File: config.mk
export PLATFORM = sky130hd
export DESIGN_NAME = escape_sequence_decoder_top
export DESIGN_NICKNAME = d
export VERILOG_FILES = /design/src/ecd_pkg.sv /design/src/escape_sequence_decoder_top.sv /design/src/ecd_front.sv /design/src/ecd_queue.sv /design/src/ecd_back.sv
export SDC_FILE = /design/constraint.sdc
export NUM_CORES = 1
export LEC_CHECK = 0
export ABC_CLOCK_PERIOD_IN_PS = 9440
export BUFFER_PORTS_ARGS = -buffer_cell sky130_fd_sc_hd__buf_2
export CAP_MARGIN = 5
export CORE_ASPECT_RATIO = 0.7
export CORE_MARGIN = 1
export CORE_UTILIZATION = 50
export CTS_CLUSTER_DIAMETER = 200
export DETAILED_ROUTE_END_ITERATION = 10
export HOLD_SLACK_MARGIN = 0.02
export PLACE_DENSITY = 0.75
export SETUP_SLACK_MARGIN = 0.15
export SYNTH_ARGS = -nofsm -noshare
export SYNTH_HDL_FRONTEND = slang
export SYNTH_HIERARCHICAL = 1
export SYNTH_SLANG_ARGS = --single-unit
File: constraint.sdc
create_clock -name aclk -period 9.44 [get_ports aclk]
set_input_delay 0.472 -clock aclk [delete_from_list [all_inputs] [get_ports aclk]]
set_output_delay 0.472 -clock aclk [all_outputs]
set_load 0.03 [all_outputs]
File: src/ecd_pkg.sv
// Shared types and constants for the escape sequence decoder.
`timescale 1ns / 1ps
`default_nettype none

package ecd_pkg;

    localparam int CHAR_W      = 8;
    localparam int QUEUE_DEPTH = 4;

    // Decoded results of one input word: up to two bytes, then an optional terminator.
    typedef struct packed {
        logic [1:0]        cnt;
        logic [CHAR_W-1:0] ch0;
        logic [CHAR_W-1:0] ch1;
        logic              term;
    } rec_t;

endpackage

`default_nettype wire

File: src/escape_sequence_decoder_top.sv
// Top level of the escape sequence decoder: front end, record queue, output serializer.
//
//  channel  dir  tdata (low bit up)   tlast
//  s_axis   in   [7:0] raw character  last character of the string
//  m_axis   out  [7:0] decoded byte   terminator word closing the string
//
// One input word is taken every cycle while the record queue has room.
// Each input word yields zero to three output words; the serializer sends one
// per cycle unless m_axis stalls, so a burst of three holds the input back
// only once the queue fills. Each result passes the record queue and output register.
// aresetn is synchronous and clears all control state; both sides may stall freely.
`timescale 1ns / 1ps
`default_nettype none

module escape_sequence_decoder_top #(
    parameter int QUEUE_DEPTH = ecd_pkg::QUEUE_DEPTH
) (
    input  wire logic                        aclk,
    input  wire logic                        aresetn,
    input  wire logic                        s_axis_tvalid,
    output logic                             s_axis_tready,
    input  wire logic [ecd_pkg::CHAR_W-1:0]  s_axis_tdata,   // [7:0] in_char
    input  wire logic                        s_axis_tlast,   // in_last
    output logic                             m_axis_tvalid,
    input  wire logic                        m_axis_tready,
    output logic [ecd_pkg::CHAR_W-1:0]       m_axis_tdata,   // [7:0] out_char
    output logic                             m_axis_tlast    // out_end
);
    import ecd_pkg::*;

    localparam int LVL_W = $clog2(QUEUE_DEPTH+1);

    logic             in_fire;
    logic             push;
    rec_t             push_rec;
    logic             pop;
    logic             head_valid;
    rec_t             head_rec;
    logic             q_full;
    logic [LVL_W-1:0] q_level;

    assign s_axis_tready = !q_full;
    assign in_fire       = s_axis_tvalid && s_axis_tready;

    ecd_front u_front (
        .aclk     (aclk),
        .aresetn  (aresetn),
        .in_fire  (in_fire),
        .in_char  (s_axis_tdata),
        .in_last  (s_axis_tlast),
        .push     (push),
        .push_rec (push_rec)
    );

    ecd_queue #(
        .DEPTH (QUEUE_DEPTH)
    ) u_queue (
        .aclk       (aclk),
        .aresetn    (aresetn),
        .push       (push),
        .push_rec   (push_rec),
        .pop        (pop),
        .head_valid (head_valid),
        .head_rec   (head_rec),
        .full       (q_full),
        .level      (q_level)
    );

    ecd_back u_back (
        .aclk          (aclk),
        .aresetn       (aresetn),
        .head_valid    (head_valid),
        .head_rec      (head_rec),
        .pop           (pop),
        .m_axis_tvalid (m_axis_tvalid),
        .m_axis_tready (m_axis_tready),
        .m_axis_tdata  (m_axis_tdata),
        .m_axis_tlast  (m_axis_tlast)
    );

    a_level_bound: assert property (@(posedge aclk) disable iff (!aresetn)
        q_level <= LVL_W'(QUEUE_DEPTH))
        else $error("record queue level above depth");

    a_ready_when_room: assert property (@(posedge aclk) disable iff (!aresetn)
        !s_axis_tready |-> q_level == LVL_W'(QUEUE_DEPTH))
        else $error("input stalled while queue has room");

    a_term_zero: assert property (@(posedge aclk) disable iff (!aresetn)
        m_axis_tvalid && m_axis_tlast |-> m_axis_tdata == '0)
        else $error("terminator word carries nonzero data");

    a_pop_has_head: assert property (@(posedge aclk) disable iff (!aresetn)
        pop |-> head_valid)
        else $error("record popped from empty queue");

endmodule

`default_nettype wire

File: src/ecd_front.sv
// Front end: escape sequence state machine, one input word per cycle while in_fire is high, into a result record.
`timescale 1ns / 1ps
`default_nettype none

module ecd_front (
    input  wire logic                      aclk,
    input  wire logic                      aresetn,
    input  wire logic                      in_fire,
    input  wire logic [ecd_pkg::CHAR_W-1:0] in_char,
    input  wire logic                      in_last,
    output logic                           push,
    output ecd_pkg::rec_t                  push_rec
);
    import ecd_pkg::*;

    localparam logic [2:0] PH_IDLE  = 3'd0;
    localparam logic [2:0] PH_BSL   = 3'd1;
    localparam logic [2:0] PH_CARET = 3'd2;
    localparam logic [2:0] PH_HEX   = 3'd3;
    localparam logic [2:0] PH_OCT   = 3'd4;
    localparam logic [2:0] PH_DEC   = 3'd5;

    localparam int ACC_W = 10;

    localparam logic [CHAR_W-1:0] CH_BSL   = 8'h5c;
    localparam logic [CHAR_W-1:0] CH_CARET = 8'h5e;
    localparam logic [CHAR_W-1:0] CH_ZERO  = 8'h30;
    localparam logic [CHAR_W-1:0] CH_LO_A  = 8'h61;
    localparam logic [CHAR_W-1:0] CH_UP_A  = 8'h41;
    localparam logic [CHAR_W-1:0] META_BIT = 8'h80;
    localparam logic [CHAR_W-1:0] CTRL_MASK = 8'h1f;

    logic [2:0]       phase_reg, phase_next;
    logic [ACC_W-1:0] acc_reg, acc_next;
    logic [1:0]       ds_reg, ds_next;
    logic             meta_reg, meta_next;

    logic [4:0]        dig;
    logic              dig_ok;
    logic [ACC_W-1:0]  acc_sum;
    logic [ACC_W+3:0]  dec_sum;
    logic [1:0]        ds_inc;
    logic              dig_full;
    logic [CHAR_W-1:0] esc_val;
    logic              numeric_next;

    // digit value of a character, 16 when it is no hex digit
    function automatic logic [4:0] digit_of(input logic [CHAR_W-1:0] c);
        logic [4:0] v;
        v = 5'd16;
        if (c >= CH_ZERO && c <= 8'h39) begin
            v = 5'(c - CH_ZERO);
        end else if (c >= CH_LO_A && c <= 8'h66) begin
            v = 5'(c - CH_LO_A) + 5'd10;
        end else if (c >= CH_UP_A && c <= 8'h46) begin
            v = 5'(c - CH_UP_A) + 5'd10;
        end
        return v;
    endfunction

    function automatic logic [CHAR_W-1:0] with_meta(input logic [CHAR_W-1:0] v, input logic m);
        return m ? (v | META_BIT) : v;
    endfunction

    assign dig     = digit_of(in_char);
    assign dec_sum = {1'b0, acc_reg, 3'b000} + {3'b000, acc_reg, 1'b0} + {9'd0, dig};
    assign ds_inc  = ds_reg + 2'd1;

    always_comb begin
        dig_ok   = 1'b0;
        acc_sum  = acc_reg;
        dig_full = 1'b0;
        case (phase_reg)
            PH_HEX: begin
                dig_ok   = !dig[4];
                acc_sum  = {acc_reg[ACC_W-5:0], dig[3:0]};
                dig_full = (ds_inc >= 2'd2);
            end
            PH_OCT: begin
                dig_ok   = (dig < 5'd8);
                acc_sum  = {acc_reg[ACC_W-4:0], dig[2:0]};
                dig_full = (ds_inc >= 2'd3);
            end
            PH_DEC: begin
                dig_ok   = (dig < 5'd10);
                acc_sum  = dec_sum[ACC_W-1:0];
                dig_full = (ds_inc >= 2'd3);
            end
            default: begin
                dig_ok = 1'b0;
            end
        endcase
    end

    always_comb begin
        case (in_char)
            8'h6e:   esc_val = 8'd10;
            8'h74:   esc_val = 8'd9;
            8'h62:   esc_val = 8'd8;
            8'h72:   esc_val = 8'd13;
            default: esc_val = in_char;
        endcase
    end

    always_comb begin
        phase_next = phase_reg;
        acc_next   = acc_reg;
        ds_next    = ds_reg;
        meta_next  = meta_reg;
        push_rec   = '0;

        case (phase_reg)
            PH_BSL: begin
                if (!meta_reg && (in_char == 8'h6d || in_char == 8'h4d)) begin
                    meta_next  = 1'b1;
                    phase_next = PH_IDLE;
                end else if (in_char >= CH_ZERO && in_char <= 8'h39) begin
                    phase_next = PH_DEC;
                    acc_next   = ACC_W'(in_char - CH_ZERO);
                    ds_next    = 2'd1;
                end else if (in_char == 8'h78 || in_char == 8'h58) begin
                    phase_next = PH_HEX;
                    acc_next   = '0;
                    ds_next    = '0;
                end else if (in_char == 8'h6f || in_char == 8'h4f) begin
                    phase_next = PH_OCT;
                    acc_next   = '0;
                    ds_next    = '0;
                end else begin
                    push_rec.cnt = 2'd1;
                    push_rec.ch0 = with_meta(esc_val, meta_reg);
                    phase_next   = PH_IDLE;
                    acc_next     = '0;
                    ds_next      = '0;
                    meta_next    = 1'b0;
                end
            end
            PH_CARET: begin
                push_rec.cnt = 2'd1;
                push_rec.ch0 = with_meta(in_char & CTRL_MASK, meta_reg);
                phase_next   = PH_IDLE;
                acc_next     = '0;
                ds_next      = '0;
                meta_next    = 1'b0;
            end
            PH_HEX, PH_OCT, PH_DEC: begin
                if (dig_ok) begin
                    acc_next = acc_sum;
                    ds_next  = ds_inc;
                    if (dig_full) begin
                        push_rec.cnt = 2'd1;
                        push_rec.ch0 = with_meta(acc_sum[CHAR_W-1:0], meta_reg);
                        phase_next   = PH_IDLE;
                        acc_next     = '0;
                        ds_next      = '0;
                        meta_next    = 1'b0;
                    end
                end else begin
                    // close the number, then decode the non-digit afresh
                    push_rec.cnt = 2'd1;
                    push_rec.ch0 = with_meta(acc_reg[CHAR_W-1:0], meta_reg);
                    acc_next     = '0;
                    ds_next      = '0;
                    meta_next    = 1'b0;
                    if (in_char == CH_BSL) begin
                        phase_next = PH_BSL;
                    end else if (in_char == CH_CARET) begin
                        phase_next = PH_CARET;
                    end else begin
                        push_rec.cnt = 2'd2;
                        push_rec.ch1 = in_char;
                        phase_next   = PH_IDLE;
                    end
                end
            end
            default: begin
                if (in_char == CH_BSL) begin
                    phase_next = PH_BSL;
                end else if (in_char == CH_CARET) begin
                    phase_next = PH_CARET;
                end else begin
                    push_rec.cnt = 2'd1;
                    push_rec.ch0 = with_meta(in_char, meta_reg);
                    phase_next   = PH_IDLE;
                    acc_next     = '0;
                    ds_next      = '0;
                    meta_next    = 1'b0;
                end
            end
        endcase

        numeric_next = (phase_next == PH_HEX) || (phase_next == PH_OCT) ||
                       (phase_next == PH_DEC);

        // end of string: flush a pending number, drop any open escape
        if (in_last) begin
            if (numeric_next && ds_next != 2'd0) begin
                push_rec.cnt = 2'd1;
                push_rec.ch0 = with_meta(acc_next[CHAR_W-1:0], meta_next);
            end
            push_rec.term = 1'b1;
            phase_next    = PH_IDLE;
            acc_next      = '0;
            ds_next       = '0;
            meta_next     = 1'b0;
        end
    end

    assign push = in_fire && (push_rec.cnt != 2'd0 || push_rec.term);

    always_ff @(posedge aclk) begin
        if (!aresetn) begin
            phase_reg <= PH_IDLE;
            acc_reg   <= '0;
            ds_reg    <= '0;
            meta_reg  <= 1'b0;
        end else if (in_fire) begin
            phase_reg <= phase_next;
            acc_reg   <= acc_next;
            ds_reg    <= ds_next;
            meta_reg  <= meta_next;
        end
    end

endmodule

`default_nettype wire

File: src/ecd_queue.sv
// Record queue between the decoding front end and the output serializer.
`timescale 1ns / 1ps
`default_nettype none

module ecd_queue #(
    parameter int DEPTH = ecd_pkg::QUEUE_DEPTH
) (
    input  wire logic                         aclk,
    input  wire logic                         aresetn,
    input  wire logic                         push,
    input  wire ecd_pkg::rec_t                push_rec,
    input  wire logic                         pop,
    output logic                              head_valid,
    output ecd_pkg::rec_t                     head_rec,
    output logic                              full,
    output logic [$clog2(DEPTH+1)-1:0]        level
);
    import ecd_pkg::*;

    localparam int PTR_W = (DEPTH > 1) ? $clog2(DEPTH) : 1;
    localparam int LVL_W = $clog2(DEPTH+1);

    rec_t             mem_reg [DEPTH];
    logic [PTR_W-1:0] wr_ptr_reg, wr_ptr_next;
    logic [PTR_W-1:0] rd_ptr_reg, rd_ptr_next;
    logic [LVL_W-1:0] count_reg, count_next;
    logic             do_push, do_pop;

    assign full       = (count_reg == LVL_W'(DEPTH));
    assign head_valid = (count_reg != '0);
    assign head_rec   = mem_reg[rd_ptr_reg];
    assign level      = count_reg;
    assign do_push    = push && !full;
    assign do_pop     = pop && head_valid;

    always_comb begin
        wr_ptr_next = wr_ptr_reg;
        rd_ptr_next = rd_ptr_reg;
        count_next  = count_reg;
        if (do_push) begin
            wr_ptr_next = (wr_ptr_reg == PTR_W'(DEPTH-1)) ? '0 : wr_ptr_reg + PTR_W'(1);
        end
        if (do_pop) begin
            rd_ptr_next = (rd_ptr_reg == PTR_W'(DEPTH-1)) ? '0 : rd_ptr_reg + PTR_W'(1);
        end
        case ({do_push, do_pop})
            2'b10:   count_next = count_reg + LVL_W'(1);
            2'b01:   count_next = count_reg - LVL_W'(1);
            default: count_next = count_reg;
        endcase
    end

    always_ff @(posedge aclk) begin
        if (!aresetn) begin
            wr_ptr_reg <= '0;
            rd_ptr_reg <= '0;
            count_reg  <= '0;
        end else begin
            wr_ptr_reg <= wr_ptr_next;
            rd_ptr_reg <= rd_ptr_next;
            count_reg  <= count_next;
        end
    end

    always_ff @(posedge aclk) begin
        if (do_push) begin
            mem_reg[wr_ptr_reg] <= push_rec;
        end
    end

endmodule

`default_nettype wire

File: src/ecd_back.sv
// Back end: splits each record into output words and drives the output register.
`timescale 1ns / 1ps
`default_nettype none

module ecd_back (
    input  wire logic                       aclk,
    input  wire logic                       aresetn,
    input  wire logic                       head_valid,
    input  wire ecd_pkg::rec_t              head_rec,
    output logic                            pop,
    output logic                            m_axis_tvalid,
    input  wire logic                       m_axis_tready,
    output logic [ecd_pkg::CHAR_W-1:0]      m_axis_tdata,
    output logic                            m_axis_tlast
);
    import ecd_pkg::*;

    logic [1:0]        idx_reg, idx_next;
    logic              tvalid_reg, tvalid_next;
    logic [CHAR_W-1:0] tdata_reg, tdata_next;
    logic              tlast_reg, tlast_next;
    logic [1:0]        words;
    logic              last_word;
    logic              load;
    logic [CHAR_W-1:0] sel_char;
    logic              sel_end;

    assign words     = head_rec.cnt + {1'b0, head_rec.term};
    assign last_word = (idx_reg == words - 2'd1);
    assign load      = head_valid && (!tvalid_reg || m_axis_tready);
    assign pop       = load && last_word;

    // bytes first, terminator last
    always_comb begin
        if (idx_reg < head_rec.cnt) begin
            sel_char = (idx_reg == 2'd0) ? head_rec.ch0 : head_rec.ch1;
            sel_end  = 1'b0;
        end else begin
            sel_char = '0;
            sel_end  = 1'b1;
        end
    end

    always_comb begin
        idx_next    = idx_reg;
        tvalid_next = tvalid_reg;
        tdata_next  = tdata_reg;
        tlast_next  = tlast_reg;
        if (load) begin
            idx_next    = last_word ? 2'd0 : idx_reg + 2'd1;
            tvalid_next = 1'b1;
            tdata_next  = sel_char;
            tlast_next  = sel_end;
        end else if (m_axis_tready) begin
            tvalid_next = 1'b0;
        end
    end

    always_ff @(posedge aclk) begin
        if (!aresetn) begin
            idx_reg    <= '0;
            tvalid_reg <= 1'b0;
        end else begin
            idx_reg    <= idx_next;
            tvalid_reg <= tvalid_next;
        end
    end

    always_ff @(posedge aclk) begin
        tdata_reg <= tdata_next;
        tlast_reg <= tlast_next;
    end

    assign m_axis_tvalid = tvalid_reg;
    assign m_axis_tdata  = tdata_reg;
    assign m_axis_tlast  = tlast_reg;

endmodule

`default_nettype wire
---- Word-level counts from Yosys, hierarchy flattened ----
Memories as Yosys holds them, arrays and structs flattened. A register that Yosys moved wholly into a read port is not among the register bits.
Cells that the tools add are included.
cells by class
  add/sub/neg operators ................... 16
  multipliers ............................. 0
  divide/modulo/power cells ............... 0
  order comparisons ....................... 11
  equality and inequality tests ........... 26
  shift-type cells ........................ 0
  multiplexer cells ....................... 79
  bitwise gates (word level) .............. 0
  reduce and logical (&&, ||, !) cells .... 30
operators with widths
  kind                 number
  $eq 8x7->1 const B   12
  $mux 9               10
  $mux 8               11
  $mux 10              7
  $pmux 9 s3           2
  $pmux 8 s4           1
  $mux 2               15
  $pmux 10 s3          1
  $mux 3               7
  $ge 8x7->1 const B   2
  $le 8x7->1 const B   2
  $mux 1               16
  $eq 3x3->1 const B   5
  $mux 5               3
  $logic_and 1x1->1    11
  $add 5x4->5 const B  2
  $lt 5x4->1 const B   2
  $sub 5x1->5 const B  2
  $add 9x5->9          1
  $add 9x9->9          1
  $eq 3x2->1 const B   3
  $pmux 3 s3           1
  $sub 8x6->9 const B  1
  $add 2x1->2 const B  4
  24 further kinds     40
storage, ports and cells
  register bits ........................... 33
  bits in latches ......................... 0
  RAM bits ................................ 76
  bits in read-only memories .............. 0
  output and inout port bits .............. 11
  memories ................................ 1
memories
  name             depth  width  read ports  clocked after Yosys merged registers in  write ports  line             text
  u_queue.mem_reg  4      19     1           1                                        1            ecd_queue.sv:23  rec_t mem_reg [DEPTH];

---- Logic depth before layout (Yosys ltp) ----
  depth in word-level cells ............... 21
  depth in mapped cells ................... 21

---- Modules after synthesis ----
The synthesis kept the hierarchy.
modules (own cells, without submodules)
  module                       times used  cells an instance  area an instance (sq um)  sequential area each (sq um)
  ecd_queue                    1           155                3,280.6                   2,462.4
  ecd_front                    1           357                2,620.0                   280.3
  ecd_back                     1           59                 659.4                     330.3
  escape_sequence_decoder_top  1           2                  10.0                      0.0

---- Least setup slack after synthesis ----
OpenSTA, ideal clock, no wires.
  path type ............................... input -> register
  start ................................... input port s_axis_tdata[1] (netlist name)
  end ..................................... memory u_queue/mem_reg[0][15] (netlist name), data pin
  setup time .............................. 281 ps
  arrival ................................. 4,254 ps
  required time ........................... 9,159 ps
  setup slack ............................. 4,905 ps
  cell stages on the path ................. 17
  buffers on the path ..................... 1
  cell sequence ........................... clkbuf_1 inv_1 ha_1 nor2b_1 nor3b_1 or4_4 a21oi_2 nor2_1 fa_1 ha_1 nor2b_1 o21a_1 or3_1 a31oi_1 a21oi_1 a222oi_1 a21oi_1
RTL lines
  element          line                               text
  start, declared  escape_sequence_decoder_top.sv:22  input wire logic [ecd_pkg::CHAR_W-1:0] s_axis_tdata,
  end, declared    ecd_queue.sv:23

==> impl_metrics.py <==
metrics = {
    "layout": {
        "ff_latch_area_mm2": 0.00307,
        "final_layout_size_suffix_gt1_share_pct": 12.4,
        "largest_register_ffs": 76,
        "post-route-util_pct": 55.9,
        "fin_nets": 627,
        "multi_input_area_mm2": 0.00321,
        "fillers": 1067,
        "antennaDiodeCount": 0,
        "syn_to_final_growth_pct": 7.48,
    },
    "synth": {
        "synth_nets": 618,
        "synth.top_cell.area_share_pct": 38.8,
        "synthArstFlopShare_pct": 0,
        "synth_area_leaders": "edfxtp_1 (39%), dfxtp_1 (7.9%), ha_1 (5.5%)",
        "yosys.area.top_type": "edfxtp_1",
        "syn-cell-area_mm2": 0.00657,
        "avgSynthCellArea_um2": 11.5,
        "yosys_warnings": 6,
        "netlist_instances": 573,
        "synth_edf_count": 85,
        "synth.distinct_cells": 84,
        "synth_seq_cells": 111,
        "ys_dominant_reg_cell": "edfxtp_1",
        "synth-seq-area-share_pct": 46.8,
    },
    "global_route": {
        "antenna_found_initial": 0,
        "overflow": 0,
        "grt_pass1_wl_mm": 26.5,
        "grt_max_degree": 31,
        "grt_pass1_vias": 4738,
        "track_usage_pct": 25.9,
    },
    "critical_path": {
        "r2r_setup_slack_ps": 4920,
        "slowest_delay_ps": 750,
        "crit_path_max_fanout": 10,
        "cp_slowest_cell": "nor4_1",
        "cp.required_ps": 9510,
        "arrival_ps": 5050,
        "r2r_start": "u_front/phase_reg[1]$_SDFFE_PN0P_",
        "crit_type": "in2reg",
        "r2r_end": "u_queue/mem_reg[0][7]$_DFFE_PP_",
        "cp_cell_sequence": "buf_2, inv_1, ha_1, nor2b_1, nor3b_1, nor4_1, o21ai_0, nand2_1, xnor2_1, inv_1, ha_1, a21o_1, a211oi_1, o221ai_1, o211ai_1, o21ai_0, a222oi_1, nor2b_1, a221o_1",
        "cp-start-kind": "input pin",
        "worst_setup_path_end_kind": "register",
        "rr_worst_depth": 6,
    },
    "timing": {
        "hold_viol": 0,
        "max_freq_mhz": 201,
        "setup_viol": 0,
        "fin_crit_sh_pct": 52.7,
        "tightest_slew_ps": 1210,
        "fin_crit_ps": 4970,
        "slew_headroom_pct": 19.2,
        "final.setup_skew_ps": 6.57,
        "rsz0062_at_grt": "no",
        "setup_tns_ps": 0,
        "drv_slew": 0,
    },
    "clocking": {
        "holdBufCountCts": 0,
        "h-tree-depth": 3,
        "postCtsSetupRepairBufs": 0,
        "clk_latency_ps": 350,
        "cts.path.max_buffers": 2,
        "cts_root_buf": "clkbuf_16",
        "cts_repair_resize_count": 0,
        "cts_tree": "done",
        "cts_buffers": 9,
        "clkTransAtPathRegs_ps": 70,
        "cts.sinks": 111,
    },
    "placement": {
        "port_buffers": 23,
        "dpl.hpwl_mm": 12.0,
        "gp_congestion": 0.951,
    },
    "floorplanning": {
        "die_area_mm2": 0.0136,
        "die_h_um": 97.9,
        "die_x_um": 139,
        "start_util_pct": 52.0,
        "rows": 34,
        "ios": 24,
        "core_area_mm2": 0.0126,
    },
    "job": {
        "drv_cap": 0,
    },
    "routing": {
        "drt-vias-per-instance": 6.37,
        "drt_wl_total_mm": 16.5,
        "final_antenna_net_count": 0,
        "firstDrtPassIters": 7,
        "dr_total_vias": 4771,
        "drc": 0,
        "wl_per_cell_um": 22.1,
        "detail_route.iter0.violations": 580,
    },
    "min_path": {
        "min_from": "m_axis_tready",
        "hold_depth": 3,
        "hp-class": "in2reg",
        "hold_end": "u_back/m_axis_tvalid$_SDFFE_PN0P_",
    },
    "pwr": {
        "p_comb_share_pct": 24.5,
        "power_frac_clock_pct": 28.6,
        "power.density_mw_per_mm2": 189,
        "intPower_mw": 0.931,
        "power.switching_mw": 0.407,
        "switching_share_pct": 30.4,
        "leakage_nw": 2.56,
        "p_seq_share_pct": 46.8,
        "ir_drop_v": 0.0000984,
    },
    "run_status": {
        "status": "finished, final reports clean",
    },
}
## cells by family (layout without fill, tap and decap cells)
logic type / Yosys count / after routing / share of synthesized area (%)
flops: 111 / 111 / 46.8
buf+inv: 63 / 77 / 4.42
mux: 38 / 38 / 9.92
xor+xnor: 16 / 16 / 2.25
simple gates: 169 / 169 / 14.0
fa+ha+maj: 32 / 32 / 6.44
compound gates: 144 / 144 / 16.2
## worst max path at each step
stage	startpoint	to	slack [ps]
CTS	s_axis_tdata[1]	u_queue/mem_reg[3][14]$_DFFE_PP_	4610
global placement	s_axis_tdata[0]	u_queue/mem_reg[0][15]$_DFFE_PP_	4470
global route	s_axis_tdata[1]	u_queue/mem_reg[3][14]$_DFFE_PP_	4300
detailed placement	s_axis_tdata[1]	u_queue/mem_reg[3][14]$_DFFE_PP_	4240
finish	s_axis_tdata[1]	u_queue/mem_reg[3][14]$_DFFE_PP_	4470
floorplan	s_axis_tdata[1]	u_queue/mem_reg[0][15]$_DFFE_PP_	4900
## placed cells by master (no fill, tap or decap), drive strengths merged, types with 6 or more instances in the layout
| master | count |
|---|---|
| edfxtp | 85 |
| nand2 | 42 |
| inv | 36 |
| o21ai | 33 |
| ha | 29 |
| nor2 | 28 |
| buf | 27 |
| dfxtp | 26 |
| a21oi | 23 |
| and2 | 21 |
| nor2b | 19 |
| mux2i | 19 |
| mux4 | 19 |
| xnor2 | 14 |
| nand3 | 10 |
| clkbuf | 9 |
| nand2b | 9 |
| a211oi | 9 |
| a221oi | 8 |
| o21a | 6 |
| o22ai | 6 |
| nor3b | 6 |
## critical path: cells and delay by family
family	cells	cell delay (ps)
xor gates and xnor gates	1	210
buffers and inverters	3	410
AOI/OAI and AO/OA	8	1920
and+or+nand+nor	5	1400
adders and majority gates	2	620
## metrics by stage
step | power [mW] | instances | setup slack (ps) | area, um2 | hold slack (ps)
after global routing | 1.40 | 749 | 4300 | 7060 | 483
after global placement | 0.954 | 733 | 4470 | 6760 | 457
after CTS | 1.35 | 749 | 4610 | 7060 | 433
after detailed placement | 0.967 | 733 | 4240 | 6760 | 463
after floorplan | 0.880 | 573 | 4900 | 6570 | 439
final | 1.34 | 749 | 4470 | 7060 | 442
## cell usage after synthesis (4+ instances only)
cell and number:
edfxtp_1 85, nand2_1 42, inv_1 34, o21ai_0 30, ha_1 29, nor2_1 28
dfxtp_1 26, a21oi_1 20, and2_1 20, mux2i_1 19, nor2b_1 19, clkbuf_1 15
xnor2_1 13, mux4_2 10, nand3_1 10, mux4_1 9, nand2b_1 9, a211oi_1 8
a221oi_1 6, buf_2 6, o21a_1 6, o22ai_1 6, a21o_1 5, a222oi_1 5
a31oi_1 5, nor3b_1 5, nor4_1 5, or3_1 5, a22oi_1 4, a32oi_1 4
buf_4 4
## layer usage
layer / routed length (um) / track usage, % / vias up
met4: 121 / 6.75 / 0
met2: 7070 / 36.5 / 218
li1: - / - / 2204
met5: 0 / 0 / -
met1: 7660 / 38.2 / 2338
met3: 1690 / 8.53 / 11
## power by group through the flow
stage	clock network, mW	logic [mW]	registers [mW]
floorplan	0	0.202	0.678
global placement	0	0.320	0.634
detailed placement	0	0.329	0.638
CTS	0.391	0.329	0.627
global route	0.410	0.359	0.633
finish	0.383	0.328	0.627
## layout make-up
type | count | area share, %
clock inverter | 7 | 1.15
multi-input combinational | 399 | 45.4
inverter | 34 | 1.81
tap | 162 | 2.87
timing repair buffer | 27 | 2.06
sequential | 111 | 43.5
clock buffer | 9 | 3.19
Power figures use the tool's default switching activity.
